### config.mk
export PLATFORM = sky130hd
export DESIGN_NAME = szs_ram
export DESIGN_NICKNAME = d
export VERILOG_FILES = /design/src/hw/rtl/szs_ram.sv
export SDC_FILE = /design/constraint.sdc
export NUM_CORES = 1
export LEC_CHECK = 0
export BUFFER_PORTS_ARGS = -buffer_cell sky130_fd_sc_hd__buf_2
export CORE_MARGIN = 8
export CORE_UTILIZATION = 54
export DETAILED_ROUTE_END_ITERATION = 8
export GPL_ROUTABILITY_DRIVEN = 0
export PLACE_DENSITY = 0.76
export SYNTH_ARGS = -nofsm -noshare
export SYNTH_HDL_FRONTEND = slang
export SYNTH_SLANG_ARGS = --single-unit
export TNS_END_PERCENT = 5
### constraint.sdc
create_clock -name clk -period 1.8 [get_ports clk]
set_input_delay 0.27 -clock clk [delete_from_list [all_inputs] [get_ports clk]]
set_output_delay 0.27 -clock clk [all_outputs]
set_load 0.02 [all_outputs]
### src/hw/rtl/szs_ram.sv
// ============================================================================
// szs_ram
// Generic simple dual-port RAM: one write port, one read port with a
// registered read.
// ============================================================================
module szs_ram #(
    parameter int WIDTH = 8,
    parameter int DEPTH = 16
) (
    input  logic                     clk,
    input  logic                     we,
    input  logic [$clog2(DEPTH)-1:0] waddr,
    input  logic [WIDTH-1:0]         wdata,
    input  logic                     re,
    input  logic [$clog2(DEPTH)-1:0] raddr,
    output logic [WIDTH-1:0]         rdata
);

    logic [WIDTH-1:0] mem_reg [DEPTH];

    // Write port.
    always_ff @(posedge clk)
    begin
        if (we)
        begin
            mem_reg[waddr] <= wdata;
        end
    end

    // Registered read port.
    always_ff @(posedge clk)
    begin
        if (re)
        begin
            rdata <= mem_reg[raddr];
        end
    end

endmodule

==> results of run 1 <==
metrics by stage:
stage	utilization (%)	setup TNS, ns
6_report	65.40	0
5_1_grt	65.40	0
4_1_cts	65.40	0
3_5_place_dp	58.95	-0.1545
3_3_place_gp	58.95	-0.07671
2_1_floorplan	-	0
final timing paths:
| path | depth (start not counted) | end | slack [ns] |
|---|---|---|---|
| hold reg to reg | 3 | rdata[5] | 0.75 |
| setup / recovery | 3 | rdata[0] | 0.23 |
| hold / removal | 1 | rdata[0] | 0.12 |
| setup reg to reg | 3 | rdata[0] | 0.23 |
metal layers:
metal,vias up,part of all wire (%),track usage [%]
met2,110,51,25.79
met4,0,1.4,7.365
met1,1247,39,21.61
met5,-,0,0
met3,8,8.7,5.063
li1,1094,-,-
logic make-up (layout without fill, tap and decap cells):
logic type             Yosys count  count (layout)
DFF                            136             136
and+or+nand+nor                 35              35
muxes                           32              32
AOI/OAI and AO/OA               16              16
buffers and inverters           10              80
critical path: stages, from the launching register on:
cell and delay (ns):
edfxtp_1 0.37, mux4_1 0.52, a22oi_1 0.32, nand2_1 0.11
Yosys cell counts (2+ instances only):
master | count | area, µm²
edfxtp_1 | 136 | 4084
buf_2 | 3 | 15.01
nor3_1 | 4 | 20.02
nand3b_1 | 2 | 15.01
mux4_1 | 14 | 367.9
nand2_1 | 9 | 33.78
a22oi_1 | 16 | 120.1
nor2_1 | 13 | 48.80
clkdlybuf4s25_2 | 3 | 30.03
mux4_2 | 18 | 405.4
buf_6 | 3 | 33.78
nand2b_1 | 2 | 12.51
cell type report:
type | count | area, µm²
clock inverters | 13 | 205.2
flip-flops and latches | 136 | 4084
multi-input cells | 83 | 1057
clock buffers | 17 | 414.1
well taps | 133 | 166.4
repair buffers | 50 | 347.8
fillers | 599 | 3319
power breakdown:
group | leakage, nW | total (mW) | switching (mW) | internal, mW
combinational | 0.612 | 0.351 | 0.202 | 0.150
clock | 0.295 | 3.59 | 1.22 | 2.37
sequential | 1.24 | 3.59 | 0.0202 | 3.57
total | 2.14 | 7.53 | 1.44 | 6.08
==> flow_summary.json, run 1 <==
{
  "clock_sinks": 136,
  "wl_per_cell_um": 23.21,
  "synth_xor_area_share_pct": 0,
  "rows": 36,
  "yosys_most_used_dff": "edfxtp_1",
  "dp.cells": 402,
  "cellPowerDensity_nw_per_um2": 1200,
  "cts_buffer_depth": 2,
  "synth_simple_gate_area_share_pct": 3.135,
  "cts_setup_buffers": 0,
  "fin_cells": 432,
  "worst_setup_path_start_kind": "flip-flop",
  "die_h_um": 114.4,
  "fmax_ghz": 0.6352,
  "clk_pin_slew_worst_paths_ns": 0.06,
  "final_area_um2": 6275,
  "largest_reg_flops": 128,
  "n_antenna_cell": 0,
  "initial_core_util_pct": 54.49,
  "period_share_pct": 87.46,
  "drc": 0,
  "postCtsHoldBufs": 0,
  "htreeDepth": 4,
  "dieArea_um2": 13090,
  "reg2reg_from": "mem_reg[1][0]",
  "setup_viol": 0,
  "layout_min_cycle_time_ns": 1.574,
  "finish.net_count": 307,
  "antenna_found_initial": 0,
  "hp-class": "primary input to flip-flop",
  "arrival_ns": 1.83,
  "outcome": "finished, final reports clean",
  "hold_viol_final": 0,
  "drv_cap": 0,
  "post_cts_resize_count": 0,
  "drive_gt1_share_pct": 33.11,
  "worst_pin_slew_ns": 0.4103,
  "numCtsBuffers": 17,
  "final_cell_mix": "edfxtp_1, buf_2, buf_4",
  "cp.required_ns": 2.05,
  "synth_top_family_by_area": "multiplexers",
  "cts_tree": "done",
  "synth-adder-area-share_pct": 0,
  "irDropWorstVdd_uv": 710.4,
  "firstDrtPassIters": 5,
  "max_slew_margin_pct": 72.65,
  "io-pin-count": 27,
  "die_x_um": 114.4,
  "power.leakage_nw": 2.144,
  "avgSynthCellArea_um2": 22.83,
  "synthesis.nets": 248,
  "drt-total-wl_mm": 10.03,
  "muxShareOfSynthArea_pct": 14.79,
  "synth-edff-count": 136,
  "place_area_um2": 5655,
  "gr-total-overflow": 0,
  "hold_slack_ns": 0.1184,
  "total_power_mw": 7.528,
  "drtIter0Drc": 260,
  "root_buffer": "clkbuf_8",
  "area_growth_syn_to_layout_pct": 20.03,
  "grt_pass1_wl_mm": 15.33,
  "end_kind": "flip-flop",
  "core-area_um2": 9594,
  "synthesis.instances": 229,
  "pre_cts_ws_ns": -0.1064,
  "crit_start": "mem_reg[1][0]",
  "grt_setup_unrepaired": "false",
  "layout_commonest_cell": "edfxtp_1",
  "clk-insertion-delay-late_ns": 0.51,
  "grt_pass1_vias": 2589,
  "yosys_warnings": 0,
  "dp_hpwl_mm": 6.174,
  "viasPerCell": 5.692,
  "vias": 2459,
  "path_max_fanout": 1,
  "port_buffers": 26,
  "drv_slew": 0,
  "ys_ff_latch": 136,
  "min_from": "re",
  "setup_ws_ns": 0.2258,
  "seq_area_frac_synth_pct": 78.12,
  "grt_max_degree": 33,
  "synth_area_um2": 5228,
  "skew_ns": 0.007591,
  "synth.distinct_cells": 18,
  "synth_compound_area_share_pct": 2.298,
  "grt_usage_pct": 16.76,
  "async_flop_share_pct": 0,
  "ant_nets": 0,
  "critPathKind": "flip-flop to flip-flop"
}
Power figures use the tool's default switching activity.
==> run 2: changes to the inputs <==
Settings changed: CORE_MARGIN 8 to 2.
==> run 2 against run 1 <==
Non-clock buffer count rose by 1. Highest routed layer unchanged. Hold slack improved by 0.0082 ns. Largest power group unchanged. Die area fell by 20%. Clock skew barely moved. Clock power fell by 7.2%. Maximum frequency fell by 0.61%. Sequential power barely moved. Clock-buffer cell count rose by 1. Core utilization rose by 1.5 points. Critical endpoint is now rdata[7].
==> flow_summary.json, run 2 (synthesis results as in run 1) <==
{
  "vias": 2526,
  "grt_pass1_vias": 2622,
  "setup_ws_ns": 0.2162,
  "fmax_ghz": 0.6314,
  "io-pin-count": 27,
  "fillers": 564,
  "max_stage_delay_ns": 0.49,
  "drv_slew": 0,
  "viasPerCell": 5.861,
  "power.leakage_nw": 2.129,
  "rows": 35,
  "skew_ns": 0.007267,
  "drc": 0,
  "initial_core_util_pct": 56.04,
  "postCtsHoldBufs": 0,
  "drive_gt1_share_pct": 33.44,
  "firstDrtPassIters": 4,
  "port_buffers": 26,
  "final_core_util_pct": 66.89,
  "gr-total-overflow": 0,
  "dp_hpwl_mm": 5.861,
  "layout_min_cycle_time_ns": 1.584,
  "period_share_pct": 87.99,
  "cp.required_ns": 2.06,
  "seqCellArea_um2": 4084,
  "largest_reg_flops": 128,
  "htreeDepth": 4,
  "wl_per_cell_um": 22.77,
  "die_h_um": 102.4,
  "grt_max_degree": 26,
  "dieArea_um2": 10480,
  "n_antenna_cell": 0,
  "cellPowerDensity_nw_per_um2": 1165,
  "hold_viol_final": 0,
  "arrival_ns": 1.84,
  "clock_sinks": 136,
  "drv_cap": 0,
  "drt-total-wl_mm": 9.816,
  "pre_cts_ws_ns": -0.01496,
  "hp-class": "primary input to flip-flop",
  "path_max_fanout": 1,
  "critPathKind": "flip-flop to flip-flop",
  "end_kind": "flip-flop",
  "ant_nets": 0,
  "place_area_um2": 5658,
  "post_cts_resize_count": 0,
  "setup_tns_ns": 0,
  "clk-insertion-delay-late_ns": 0.52,
  "final_area_um2": 6240,
  "drtIter0Drc": 185,
  "finish.net_count": 308,
  "worst_setup_path_start_kind": "flip-flop",
  "cts_buffer_depth": 2,
  "grt_setup_unrepaired": "false",
  "grt_usage_pct": 21.13,
  "root_buffer": "clkbuf_8",
  "numCtsBuffers": 17,
  "layout_commonest_cell": "edfxtp_1",
  "outcome": "finished, final reports clean",
  "worst_pin_slew_ns": 0.3678,
  "area_growth_syn_to_layout_pct": 19.36,
  "die_x_um": 102.4,
  "multi_input_area_um2": 1057,
  "antenna_found_initial": 0,
  "final_cell_mix": "edfxtp_1, buf_2, buf_4",
  "clk_pin_slew_worst_paths_ns": 0.06,
  "core-area_um2": 9328,
  "cts_tree": "done",
  "cp_cell_sequence": "mux4_2 > a22oi_1 > nand2_1",
  "cp_slowest_cell": "mux4_2",
  "irDropWorstVdd_uv": 549.1,
  "cts_setup_buffers": 0,
  "max_slew_margin_pct": 75.48,
  "grt_pass1_wl_mm": 15.12,
  "setup_viol": 0
}
[run 2: changes by cell type in the layout (fill, tap and decap cells not counted)]
cell and delta:
buf_4 +1, bufinv_16 -3, clkbuf_1 +1, clkinv_2 -3
clkinv_4 +1, inv_6 +5, inv_8 +1
[run 2: path summary, 6_finish.rpt]
check	startpoint	to	slack [ns]	depth (start not counted)
max reg2reg	mem_reg[3][7]	rdata[7]	0.22	3
max	mem_reg[3][7]	rdata[7]	0.22	3
min	re	rdata[2]	0.13	1
min reg2reg	mem_reg[14][4]	rdata[4]	0.76	3
[run 2: metrics by stage]
stage,hold slack (ns),total power [mW],std cells
after CTS,0.09921,7.313,431
after floorplan,0.3689,3.848,229
after detailed placement,0.6420,4.001,399
final,0.1265,7.267,431
after global routing,0.1071,7.451,431
after global placement,0.6471,3.991,399
[run 2: critical path, delay by kind of cell (launching register included)]
| family | cells | cell delay [ns] |
|---|---|---|
| AOI/OAI and AO/OA | 1 | 0.36 |
| and+or+nand+nor | 1 | 0.10 |
| muxes | 1 | 0.49 |
| DFF | 1 | 0.38 |
[run 2: power breakdown]
part | switching (mW) | total, mW | internal, mW | leakage [nW]
registers | 0.0206 | 3.59 | 3.57 | 1.24
logic | 0.199 | 0.350 | 0.151 | 0.617
clock network | 1.32 | 3.33 | 2.01 | 0.275
total | 1.54 | 7.27 | 5.72 | 2.13
[run 2: layer usage]
metal / wire length [µm] / global-route usage, % / part of all wire, % / vias up
met5: 0 / 0 / 0 / -
met1: 3850 / 28.25 / 39 / 1274
met4: 228 / 10.15 / 2.3 / 0
li1: - / - / - / 1107
met2: 5001 / 32.54 / 51 / 129
met3: 736 / 6.156 / 7.5 / 16
[run 2: layout make-up]
class	count	area share, %
Multi-Input combinational cell	83	16.94
Timing Repair Buffer	51	5.695
Clock buffer	18	6.697
Clock inverter	14	2.627
Tap cell	129	2.587
Sequential cell	136	65.45
==> run 3: changes to the inputs <==
Settings changed: PLACE_DENSITY 0.76 to 0.74.
==> run 3 against run 2 <==
Sequential power is essentially flat. Sequential cell count unchanged. Hold slack better by 0.0056 ns. Maximum frequency rose by 7.6%. Highest routed layer unchanged. First-iteration DRC count increased by 34%. Total power fell by 3.0%. Non-clock buffer count decreased by 3. Register-to-register slack better by 0.11 ns. Cell count is 0.70% lower.
==> flow_summary.json, run 3 (synthesis results as in run 1) <==
{
  "outcome": "finished, final reports clean",
  "postCtsHoldBufs": 0,
  "initial_core_util_pct": 56.04,
  "antenna_found_initial": 0,
  "drv_cap": 0,
  "clock_sinks": 136,
  "grt_usage_pct": 21.10,
  "cp.required_ns": 2.05,
  "drive_gt1_share_pct": 32.44,
  "ant_nets": 0,
  "irDropWorstVdd_uv": 741.2,
  "path_max_fanout": 1,
  "vias": 2516,
  "post_cts_resize_count": 0,
  "gr-total-overflow": 0,
  "rows": 35,
  "die_h_um": 102.4,
  "dp.cells": 396,
  "viasPerCell": 5.879,
  "use_met1_pct": 27.93,
  "grt_pass1_wl_mm": 15.19,
  "setup_tns_ns": 0,
  "hold_viol_final": 0,
  "place_area_um2": 5635,
  "grt_max_degree": 33,
  "max_slew_margin_pct": 75.99,
  "fmax_ghz": 0.6796,
  "cts_setup_buffers": 0,
  "core-area_um2": 9328,
  "cts_tree": "done",
  "root_buffer": "clkbuf_8",
  "io-pin-count": 27,
  "clk_pin_slew_worst_paths_ns": 0.06,
  "worst_setup_path_start_kind": "flip-flop",
  "cellPowerDensity_nw_per_um2": 1141,
  "firstDrtPassIters": 4,
  "grt_setup_unrepaired": "false",
  "cts_buffer_depth": 2,
  "grt_pass1_vias": 2621,
  "die_x_um": 102.4,
  "finish.net_count": 305,
  "drc": 0,
  "met2_usage_pct": 33.70,
  "layout_commonest_cell": "edfxtp_1",
  "htreeDepth": 4,
  "n_antenna_cell": 0,
  "wl_per_cell_um": 22.71,
  "gr-usage-met3_pct": 5.677,
  "area_growth_syn_to_layout_pct": 18.21,
  "critPathKind": "flip-flop to flip-flop",
  "final_cell_mix": "edfxtp_1, buf_2, buf_4",
  "worst_pin_slew_ns": 0.3601,
  "power.leakage_nw": 2.094,
  "arrival_ns": 1.72,
  "largest_reg_flops": 128,
  "port_buffers": 26,
  "period_share_pct": 81.74,
  "dieArea_um2": 10480,
  "fin_cells": 428,
  "drtIter0Drc": 247,
  "drt-total-wl_mm": 9.718,
  "drv_slew": 0,
  "numCtsBuffers": 17,
  "clk-insertion-delay-late_ns": 0.51,
  "hp-class": "primary input to flip-flop",
  "end_kind": "flip-flop",
  "layout_min_cycle_time_ns": 1.471,
  "final_area_um2": 6180,
  "top_usage_layer": "met2",
  "skew_ns": 0.005527,
  "setup_viol": 0
}
-- run 3: changes by cell type in the layout (fill, tap and decap cells not counted), sizes merged --
cell	change
buf	-3
bufinv	-1
clkinv	+4
clkinvlp	+1
inv	-4
-- run 3: critical path, cell delays in order, from the launching register on --
cell and delay (ns):
edfxtp_1 0.37, mux4_2 0.46, a22oi_1 0.30, nand2_1 0.08
-- run 3: final cells by class --
class,count,area [µm²]
Sequential cell,136,4084
Fill cell,583,3148
Multi-Input combinational cell,83,1057
Clock buffer,18,417.9
Timing Repair Buffer,48,332.8
Tap cell,129,161.4
Clock inverter,14,126.4
-- run 3: path summary, 6_finish.rpt --
path	cells after the start	slack, ns	startpoint	end
max	3	0.33	mem_reg[10][7]	rdata[7]
min	1	0.13	re	rdata[7]
min reg2reg	3	0.75	mem_reg[4][3]	rdata[3]
max reg2reg	3	0.33	mem_reg[10][7]	rdata[7]
-- run 3: metal layers --
| metal | vias up | share of wire, % | wire (µm) |
|---|---|---|---|
| met5 | - | 0 | 0 |
| met1 | 1297 | 40 | 3859 |
| met4 | 0 | 1.6 | 152 |
| met2 | 106 | 52 | 5049 |
| met3 | 15 | 6.8 | 656 |
| li1 | 1098 | - | - |
-- run 3: metrics by stage --
step | hold slack, ns | utilization (%) | setup slack, ns | total power, mW
after floorplan | 0.3689 | - | 0.03713 | 3.848
after global placement | 0.6481 | 60.42 | 0.02893 | 3.989
after detailed placement | 0.6494 | 60.42 | 0.01776 | 3.998
after CTS | 0.1067 | 66.25 | 0.3112 | 7.102
after global routing | 0.1185 | 66.25 | 0.2427 | 7.249
final | 0.1322 | 66.25 | 0.3286 | 7.049
-- run 3: report_power, final --
part / internal, mW / total, mW / leakage, nW / switching, mW
sequential: 3.57 / 3.59 / 1.24 / 0.0222
clock: 1.83 / 3.12 / 0.255 / 1.28
combinational: 0.147 / 0.341 / 0.603 / 0.194
total: 5.55 / 7.05 / 2.09 / 1.50
