**config.mk**
```make
export PLATFORM = sky130hd
export DESIGN_NAME = szs_fin
export DESIGN_NICKNAME = d
export VERILOG_FILES = /design/src/hw/rtl/szs_pkg.sv /design/src/hw/rtl/szs_div.sv /design/src/hw/rtl/szs_sqrt.sv /design/src/hw/rtl/szs_fin.sv
export SDC_FILE = /design/constraint.sdc
export NUM_CORES = 2
export LEC_CHECK = 0
export ABC_AREA = 0
export BUFFER_PORTS_ARGS = -buffer_cell sky130_fd_sc_hd__buf_2
export CORE_MARGIN = 4
export CORE_UTILIZATION = 53
export CTS_BUF_LIST = sky130_fd_sc_hd__clkbuf_16
export DETAILED_ROUTE_END_ITERATION = 8
export PLACE_DENSITY_LB_ADDON = 0.1
export SETUP_SLACK_MARGIN = 0.02
export SLEW_MARGIN = 25
export SYNTH_ARGS = -nofsm -noshare
export SYNTH_HDL_FRONTEND = slang
export SYNTH_SLANG_ARGS = --single-unit
```
**constraint.sdc**
```tcl
create_clock -name clk -period 8.81 [get_ports clk]
set_input_delay 1.3215 -clock clk [delete_from_list [all_inputs] [get_ports clk]]
set_output_delay 1.3215 -clock clk [all_outputs]
set_load 0.02 [all_outputs]
```
**src/hw/rtl/szs_pkg.sv**
```systemverilog
// ============================================================================
// szs_pkg
// Shared constants, command codes and engine handshake types for the sparse
// row z-score scaler.
// ============================================================================
package szs_pkg;

    // Sizes of the gene map and of the per-row tables.
    localparam int TOTAL_GENES = 32768;
    localparam int ROWS        = 4096;
    localparam int GENE_AW     = $clog2(TOTAL_GENES);
    localparam int ROW_AW      = $clog2(ROWS);

    // Length of the clearing pass after reset, which covers both tables.
    localparam int CLR_LEN = (TOTAL_GENES > ROWS) ? TOTAL_GENES : ROWS;
    localparam int CNT_W   = $clog2(CLR_LEN);

    // Field widths.
    localparam int CMD_W    = 3;
    localparam int GENE_W   = 15;
    localparam int ROW_W    = 12;
    localparam int SAMPLE_W = 28;
    localparam int VAL_W    = 28;
    localparam int CELL_W   = 21;
    localparam int CLIP_W   = 27;

    // Stored widths.
    localparam int SUM_W  = 48;
    localparam int SQ_W   = 60;
    localparam int SQI_W  = 40;
    localparam int MEAN_W = 28;
    localparam int INV_W  = 32;
    localparam int MAP_W  = 1 + ROW_W;
    localparam int ACC_W  = SUM_W + SQ_W;
    localparam int STAT_W = MEAN_W + INV_W + VAL_W;

    // Divider operand widths.
    localparam int DVD_W = 64;
    localparam int DIV_W = 40;

    // Command codes.
    localparam logic [CMD_W-1:0] CMD_MAP        = 3'd0;
    localparam logic [CMD_W-1:0] CMD_ACCUMULATE = 3'd1;
    localparam logic [CMD_W-1:0] CMD_FINALIZE   = 3'd2;
    localparam logic [CMD_W-1:0] CMD_SCALE      = 3'd3;
    localparam logic [CMD_W-1:0] CMD_BACKGROUND = 3'd4;
    localparam logic [CMD_W-1:0] CMD_CLEAR      = 3'd5;

    // Request to the finalize engine for one row.
    typedef struct packed {
        logic              start;
        logic [CELL_W-1:0] n;
        logic [SUM_W-1:0]  sum;
        logic [SQ_W-1:0]   sq;
    } fin_req_t;

    // Row statistics returned by the finalize engine.
    typedef struct packed {
        logic              done;
        logic [MEAN_W-1:0] mean;
        logic [INV_W-1:0]  inv_sd;
        logic [VAL_W-1:0]  background;
    } fin_rsp_t;

endpackage

```
**src/hw/rtl/szs_div.sv**
```systemverilog
// ============================================================================
// szs_div
// Unsigned restoring divider, one quotient bit per cycle.
// ============================================================================
module szs_div
    import szs_pkg::*;
(
    input  logic             clk,
    input  logic             rst_n,
    input  logic             start,
    input  logic [DVD_W-1:0] dividend,
    input  logic [DIV_W-1:0] divisor,
    output logic             done,
    output logic [DVD_W-1:0] quotient
);

    logic                     busy_reg;
    logic                     done_reg;
    logic [$clog2(DVD_W)-1:0] cnt_reg;
    logic [DIV_W-1:0]         rem_reg;
    logic [DVD_W-1:0]         quo_reg;
    logic [DIV_W-1:0]         div_reg;

    logic [DIV_W:0] trial;
    logic [DIV_W:0] diff;
    logic           fits;

    // One trial subtraction per cycle.
    always_comb
    begin
        trial = {rem_reg, quo_reg[DVD_W-1]};
        diff  = trial - {1'b0, div_reg};
        fits  = (trial >= {1'b0, div_reg});
    end

    // Control.
    always_ff @(posedge clk or negedge rst_n)
    begin
        if (!rst_n)
        begin
            busy_reg <= 1'b0;
            done_reg <= 1'b0;
            cnt_reg  <= '0;
        end
        else
        begin
            done_reg <= 1'b0;
            if (start)
            begin
                busy_reg <= 1'b1;
                cnt_reg  <= '0;
            end
            else if (busy_reg)
            begin
                cnt_reg <= cnt_reg + 1'b1;
                if (cnt_reg == ($clog2(DVD_W))'(DVD_W - 1))
                begin
                    busy_reg <= 1'b0;
                    done_reg <= 1'b1;
                end
            end
        end
    end

    // Datapath.
    always_ff @(posedge clk)
    begin
        if (start)
        begin
            rem_reg <= '0;
            quo_reg <= dividend;
            div_reg <= divisor;
        end
        else if (busy_reg)
        begin
            rem_reg <= fits ? diff[DIV_W-1:0] : trial[DIV_W-1:0];
            quo_reg <= {quo_reg[DVD_W-2:0], fits};
        end
    end

    assign done     = done_reg;
    assign quotient = quo_reg;

endmodule

```
**src/hw/rtl/szs_sqrt.sv**
```systemverilog
// ============================================================================
// szs_sqrt
// Integer square root of a 64-bit value, two radicand bits per cycle.
// ============================================================================
module szs_sqrt
    import szs_pkg::*;
(
    input  logic             clk,
    input  logic             rst_n,
    input  logic             start,
    input  logic [DVD_W-1:0] radicand,
    output logic             done,
    output logic [31:0]      root
);

    logic        busy_reg;
    logic        done_reg;
    logic [4:0]  cnt_reg;
    logic [63:0] v_reg;
    logic [33:0] rem_reg;
    logic [31:0] root_reg;

    logic [35:0] rem_sh;
    logic [35:0] trial;
    logic [35:0] diff;
    logic        fits;

    // One root digit per cycle.
    always_comb
    begin
        rem_sh = {rem_reg, v_reg[63:62]};
        trial  = {2'b00, root_reg, 2'b01};
        diff   = rem_sh - trial;
        fits   = (rem_sh >= trial);
    end

    // Control.
    always_ff @(posedge clk or negedge rst_n)
    begin
        if (!rst_n)
        begin
            busy_reg <= 1'b0;
            done_reg <= 1'b0;
            cnt_reg  <= '0;
        end
        else
        begin
            done_reg <= 1'b0;
            if (start)
            begin
                busy_reg <= 1'b1;
                cnt_reg  <= '0;
            end
            else if (busy_reg)
            begin
                cnt_reg <= cnt_reg + 1'b1;
                if (cnt_reg == 5'd31)
                begin
                    busy_reg <= 1'b0;
                    done_reg <= 1'b1;
                end
            end
        end
    end

    // Datapath.
    always_ff @(posedge clk)
    begin
        if (start)
        begin
            v_reg    <= radicand;
            rem_reg  <= '0;
            root_reg <= '0;
        end
        else if (busy_reg)
        begin
            v_reg    <= {v_reg[61:0], 2'b00};
            rem_reg  <= fits ? diff[33:0] : rem_sh[33:0];
            root_reg <= {root_reg[30:0], fits};
        end
    end

    assign done = done_reg;
    assign root = root_reg;

endmodule

```
**src/hw/rtl/szs_fin.sv**
```systemverilog
// ============================================================================
// szs_fin
// Finalize engine: turns one row's sums into mean, reciprocal standard
// deviation and background z score, using a shared divider and a root unit.
// ============================================================================
module szs_fin
    import szs_pkg::*;
(
    input  logic     clk,
    input  logic     rst_n,
    input  fin_req_t req,
    output fin_rsp_t rsp
);

    typedef enum logic [7:0] {
        F_IDLE = 8'b0000_0001,
        F_MEAN = 8'b0000_0010,
        F_EX2  = 8'b0000_0100,
        F_DIFF = 8'b0000_1000,
        F_VAR  = 8'b0001_0000,
        F_SQRT = 8'b0010_0000,
        F_INV  = 8'b0100_0000,
        F_BG   = 8'b1000_0000
    } fstate_t;

    fstate_t state_reg;
    logic    go_reg;
    logic    done_reg;

    logic [CELL_W-1:0] n_reg;
    logic [SUM_W-1:0]  sum_reg;
    logic [SQ_W-1:0]   sq_reg;
    logic [MEAN_W-1:0] mean_reg;
    logic [55:0]       prod_reg;
    logic [60:0]       ex2_reg;
    logic [60:0]       diff_reg;
    logic [61:0]       var_reg;
    logic              small_reg;
    logic [DIV_W-1:0]  sd_reg;
    logic [INV_W-1:0]  inv_reg;
    logic [VAL_W-1:0]  bg_reg;

    logic [CELL_W-1:0] half;
    logic [DVD_W-1:0]  dvd;
    logic [DIV_W-1:0]  dvs;
    logic              div_start;
    logic              div_done;
    logic [DVD_W-1:0]  quo;
    logic              sqrt_start;
    logic              sqrt_done;
    logic [31:0]       root;
    logic              var_small;
    logic [DVD_W-1:0]  radicand;
    logic [39:0]       msq;
    logic [DIV_W-1:0]  sd_raw;
    logic [DIV_W-1:0]  sd_val;
    logic [MEAN_W-1:0] mean_sat;
    logic [INV_W-1:0]  inv_sat;
    logic [VAL_W-1:0]  bg_mag;
    logic [55:0]       mean_sq;

    // Operand selection for the shared divider.
    always_comb
    begin
        half = n_reg >> 1;
        dvd  = '0;
        dvs  = DIV_W'(n_reg);
        unique case (state_reg)
            F_MEAN:
            begin
                dvd = DVD_W'(sum_reg) + DVD_W'(half);
            end
            F_EX2:
            begin
                dvd = DVD_W'(sq_reg) + DVD_W'(half);
            end
            F_VAR:
            begin
                dvd = DVD_W'(diff_reg);
                dvs = DIV_W'(n_reg - 1'b1);
            end
            F_INV:
            begin
                dvd = (DVD_W'(1) << 32) + DVD_W'(sd_reg >> 1);
                dvs = sd_reg;
            end
            F_BG:
            begin
                dvd = DVD_W'({mean_reg, 16'd0}) + DVD_W'(sd_reg >> 1);
                dvs = sd_reg;
            end
            default:
            begin
                dvd = '0;
            end
        endcase
    end

    assign div_start  = go_reg && (state_reg == F_MEAN || state_reg == F_EX2 ||
                                   state_reg == F_VAR || state_reg == F_INV ||
                                   state_reg == F_BG);
    assign sqrt_start = go_reg && (state_reg == F_SQRT);

    // Derived values from the registered partial results.
    always_comb
    begin
        mean_sq   = mean_reg * mean_reg;
        var_small = (var_reg[61:48] == '0);
        radicand  = var_small ? {var_reg[47:0], 16'd0} : DVD_W'(var_reg);
        msq       = 40'((prod_reg + 56'd32768) >> 16);
        sd_raw    = small_reg ? DIV_W'(root) : DIV_W'({root, 8'd0});
        sd_val    = (sd_raw == '0) ? DIV_W'(65536) : sd_raw;
        mean_sat  = (quo[DVD_W-1:MEAN_W] != '0) ? '1 : quo[MEAN_W-1:0];
        inv_sat   = (quo[DVD_W-1:INV_W] != '0) ? '1 : quo[INV_W-1:0];
        bg_mag    = (quo[DVD_W-1:VAL_W-1] != '0) ? {1'b1, {(VAL_W-1){1'b0}}}
                                                  : quo[VAL_W-1:0];
    end

    szs_div u_div (
        .clk      (clk),
        .rst_n    (rst_n),
        .start    (div_start),
        .dividend (dvd),
        .divisor  (dvs),
        .done     (div_done),
        .quotient (quo)
    );

    szs_sqrt u_sqrt (
        .clk      (clk),
        .rst_n    (rst_n),
        .start    (sqrt_start),
        .radicand (radicand),
        .done     (sqrt_done),
        .root     (root)
    );

    // Sequencer.
    always_ff @(posedge clk or negedge rst_n)
    begin
        if (!rst_n)
        begin
            state_reg <= F_IDLE;
            go_reg    <= 1'b0;
            done_reg  <= 1'b0;
        end
        else
        begin
            done_reg <= 1'b0;
            go_reg   <= 1'b0;
            unique case (state_reg)
                F_IDLE:
                begin
                    if (req.start)
                    begin
                        state_reg <= F_MEAN;
                        go_reg    <= 1'b1;
                    end
                end
                F_MEAN:
                begin
                    if (div_done)
                    begin
                        state_reg <= F_EX2;
                        go_reg    <= 1'b1;
                    end
                end
                F_EX2:
                begin
                    if (div_done)
                    begin
                        state_reg <= F_DIFF;
                    end
                end
                F_DIFF:
                begin
                    state_reg <= F_VAR;
                    go_reg    <= 1'b1;
                end
                F_VAR:
                begin
                    if (div_done)
                    begin
                        state_reg <= F_SQRT;
                        go_reg    <= 1'b1;
                    end
                end
                F_SQRT:
                begin
                    if (sqrt_done)
                    begin
                        state_reg <= F_INV;
                        go_reg    <= 1'b1;
                    end
                end
                F_INV:
                begin
                    if (div_done)
                    begin
                        state_reg <= F_BG;
                        go_reg    <= 1'b1;
                    end
                end
                F_BG:
                begin
                    if (div_done)
                    begin
                        state_reg <= F_IDLE;
                        done_reg  <= 1'b1;
                    end
                end
                default:
                begin
                    state_reg <= F_IDLE;
                end
            endcase
        end
    end

    // Partial results.
    always_ff @(posedge clk)
    begin
        if (state_reg == F_IDLE && req.start)
        begin
            n_reg   <= req.n;
            sum_reg <= req.sum;
            sq_reg  <= req.sq;
        end
        if (state_reg == F_MEAN && div_done)
        begin
            mean_reg <= mean_sat;
        end
        if (state_reg == F_EX2 && go_reg)
        begin
            prod_reg <= mean_sq;
        end
        if (state_reg == F_EX2 && div_done)
        begin
            ex2_reg <= quo[60:0];
        end
        if (state_reg == F_DIFF)
        begin
            diff_reg <= (ex2_reg > 61'(msq)) ? ex2_reg - 61'(msq) : '0;
        end
        if (state_reg == F_VAR && div_done)
        begin
            var_reg <= 62'(diff_reg) + 62'(quo);
        end
        if (state_reg == F_SQRT && go_reg)
        begin
            small_reg <= var_small;
        end
        if (state_reg == F_SQRT && sqrt_done)
        begin
            sd_reg <= sd_val;
        end
        if (state_reg == F_INV && div_done)
        begin
            inv_reg <= inv_sat;
        end
        if (state_reg == F_BG && div_done)
        begin
            // Background is minus the quotient, saturated at the field bound.
            bg_reg <= VAL_W'(~bg_mag + 1'b1);
        end
    end

    assign rsp.done       = done_reg;
    assign rsp.mean       = mean_reg;
    assign rsp.inv_sd     = inv_reg;
    assign rsp.background = bg_reg;

endmodule

```
==> reports/qor.yml <==
cts_tree: "done"
cts-htree-levels: 3
synth_top_cell_by_area: "edfxtp_1"
cap_violations: 0
grt_setup_unrepaired: "no"
hold_viol: 0
syn_nets: 8019
nNetsFinal: 8187
powerDensity_nw_per_um2: 187
dp_hpwl_mm: 165
drtIter0Drc: 5408
maxSlewHeadroom_pct: 20.9
hold_buffers: 0
via_count: 51457
dieWidth_um: 364
cp.required_ps: 9230
slew_viol_final: 0
fp-row-count: 130
n_fill_cell: 11052
setup_viol: 0
grt_pass1_wl_mm: 315
avgSynthCellArea_um2: 9.86
start_util_pct: 53.4
seqPwrFrac_pct: 38.4
r2r_cells: 27
io_pins: 221
core_um2: 126000
grt_use_total_pct: 31.7
critPathLaunch: "mean_reg[11]"
synth_top_area_share_pct: 29.1
tightest_slew_ps: 1170
dieHeight_um: 364
drt_drc_violations_left: 0
yosys_warnings: 0
max_freq_mhz: 122
critPathLaunchType: "flip-flop"
setup_tns_ps: 0
synthCells: 6815
grt_max_degree: 88
cts_buffers: 90
synth-edff-count: 651
clk_root_buffer_cell: "clkbuf_16"
cts_num_sinks: 782
critPathCaptureType: "flip-flop"
cp_max_fo: 18
min_period_over_period_pct: 92.8
netlist_top_cells_area: "edfxtp_1, fa_1, ha_1, inv_1, nand2_1"
routed_via_density: 5.90
combPwrFrac_pct: 32.3
ys_ff_latch: 782
routed_wl_mm: 209
r2r_end: "prod_reg[55]"
status: "complete, no violations"
place_congestion: 0.983
clock_latency_ps: 720
overflow: 0
max-vdd-ir-drop_uv: 184
drive_gt1_share_pct: 7.97
place_area_um2: 70200
skew_ps: 47.7
drtAntennaViolNets: 0
fin_area_um2: 73500
dr.pass1.iters: 8
cp-endpoint: "prod_reg[55]"
io_buffers: 220
clockBufferDepth: 3
syn_to_final_growth_pct: 9.38
fin_util_pct: 58.4
path_clk_slew_ps: 70
crit_arrival_ps: 8590
wl_per_cell_um: 24.0
r2r-start: "mean_reg[11]"
async_flop_share_pct: 3.20
synth-main-ff-cell: "edfxtp_1"
switching_share_pct: 36.1
p_leak_nw: 31.8
netlist_area_um2: 67200
p_sw_w: 0.00497
yosysUniqueCellTypes: 101
fin_crit_ps: 8180
worstSetupPathType: "reg -> reg"
internal-power_w: 0.00880
dieArea_um2: 133000
synth-seq-area-share_pct: 33.2
hold_class: "reg -> reg"
antenna_found_initial: 12
reg2reg_slack_ps: 630
p_clk_share_pct: 29.3
first_global_vias: 50907
-- worst max-delay path, stage by stage (launching register included) --
cell	delay [ps]
edfxtp_1	620
buf_4	410
nand2_1	150
fa_1	500
inv_1	50
fa_1	500
inv_1	60
fa_1	500
fa_1	510
inv_1	50
fa_1	460
fa_1	550
inv_1	50
fa_1	530
inv_1	40
ha_1	340
a21o_1	170
a21o_1	190
a211oi_1	380
nor4_1	100
o211ai_1	100
buf_4	170
a21oi_1	120
a311oi_2	430
a2bb2oi_1	340
o21ai_0	200
a21oi_1	230
xnor2_1	100
-- what timing repair did --
item | in CTS | in global routing
gates resized for setup | 0 | 1
endpoints found under the setup margin | 0 | 8
buffers inserted | 0 | 8
-- worst min-delay path by stage --
stage | from | to | depth (start not counted)
3_3_place_gp | u_sqrt.rem_reg[33] | u_sqrt.rem_reg[33] | 2
3_5_place_dp | u_sqrt.rem_reg[33] | u_sqrt.rem_reg[33] | 2
5_1_grt | u_sqrt.rem_reg[33] | u_sqrt.rem_reg[33] | 2
6_report | u_sqrt.rem_reg[33] | u_sqrt.rem_reg[33] | 2
4_1_cts | u_sqrt.rem_reg[33] | u_sqrt.rem_reg[33] | 2
2_1_floorplan | u_sqrt.rem_reg[33] | u_sqrt.rem_reg[33] | 2
-- layout make-up --
cell class | instances | area (um^2) | area share [%]
multi-input cells | 4738 | 40000 | 54.4
flip-flops and latches | 782 | 22300 | 30.3
inverters | 1028 | 3870 | 5.26
clock buffers | 91 | 2280 | 3.10
repair buffers | 343 | 2070 | 2.82
well taps | 1650 | 2060 | 2.81
clock inverters | 78 | 901 | 1.23
diodes | 5 | 12.5 | 0.0170
-- metrics by stage --
step	hold slack, ps	cells	total power [W]	worst slack, ps
after detailed placement	462	8532	0.00967	326
after floorplan	440	6815	0.00814	1040
after CTS	468	8701	0.0137	256
after global routing	497	8710	0.0144	142
after global placement	454	8532	0.00963	467
final	476	8715	0.0138	635
-- power by group through the flow --
| stage | clock network, W | logic [W] | registers [W] |
|---|---|---|---|
| final | 0.00403 | 0.00445 | 0.00529 |
| after CTS | 0.00409 | 0.00437 | 0.00526 |
| after floorplan | 0 | 0.00304 | 0.00510 |
| after global placement | 0 | 0.00431 | 0.00532 |
| after global routing | 0.00425 | 0.00487 | 0.00530 |
| after detailed placement | 0 | 0.00434 | 0.00533 |
-- synth_stat cells (10+ instances only) --
library cell  number
inv_1           1026
edfxtp_1         651
fa_1             618
nand2_1          594
nor2_1           458
ha_1             454
a21oi_1          351
o21ai_0          248
clkbuf_1         236
xnor2_1          220
and2_1           202
a21o_1           192
xor2_1           176
nand3_1          133
dfxtp_1          106
a31oi_1           86
mux2i_1           79
nand4_1           77
nand2b_1          74
nor3_1            66
a211oi_1          62
and3_1            60
nor2b_1           60
or3_1             51
nor4_1            41
o21a_1            40
o211ai_1          38
a221oi_1          34
o21bai_1          32
dfrtp_1           24
a222oi_1          20
or4_1             17
nand3b_1          14
nor3b_1           14
o31ai_1           14
or2_2             12
a22oi_1           11
a41oi_1           11
and4_1            11
buf_6             11
a21boi_0          10
a21o_2            10
o22ai_1           10
-- placed cells by master, fill, tap and decap left out, types with 220 or more instances in the layout --
| master | Yosys | layout |
|---|---|---|
| a21oi_1 | 351 | 349 |
| buf_2 | 9 | 220 |
| edfxtp_1 | 651 | 651 |
| fa_1 | 618 | 618 |
| ha_1 | 454 | 454 |
| inv_1 | 1026 | 1032 |
| nand2_1 | 594 | 592 |
| nor2_1 | 458 | 457 |
| o21ai_0 | 248 | 248 |
| xnor2_1 | 220 | 220 |
-- routing by layer --
layer  GRT usage (%)  share of wire (%)  wire length, um  vias to the layer above
met5               0             0.0062               13                        -
li1                -                  -                -                    23461
met3            6.28                9.0            18700                      401
met1            44.8                 43            89300                    25386
met2            48.4                 44            92000                     2207
met4            12.2                4.2             8770                        2
-- logic make-up (layout without fill, tap and decap cells) --
logic type,count (synthesis),count (layout),synth area share (%)
adder cells (fa/ha/maj),1072,1072,26.9
AO/OA/AOI/OAI,1279,1279,12.4
AND/OR/NAND/NOR,1907,1907,13.8
flip-flops,782,782,33.2
buffers and inverters,1295,1540,7.40
multiplexers,84,84,1.26
XOR/XNOR,396,396,5.16
other,0,5,0
Power figures use the tool's default switching activity.
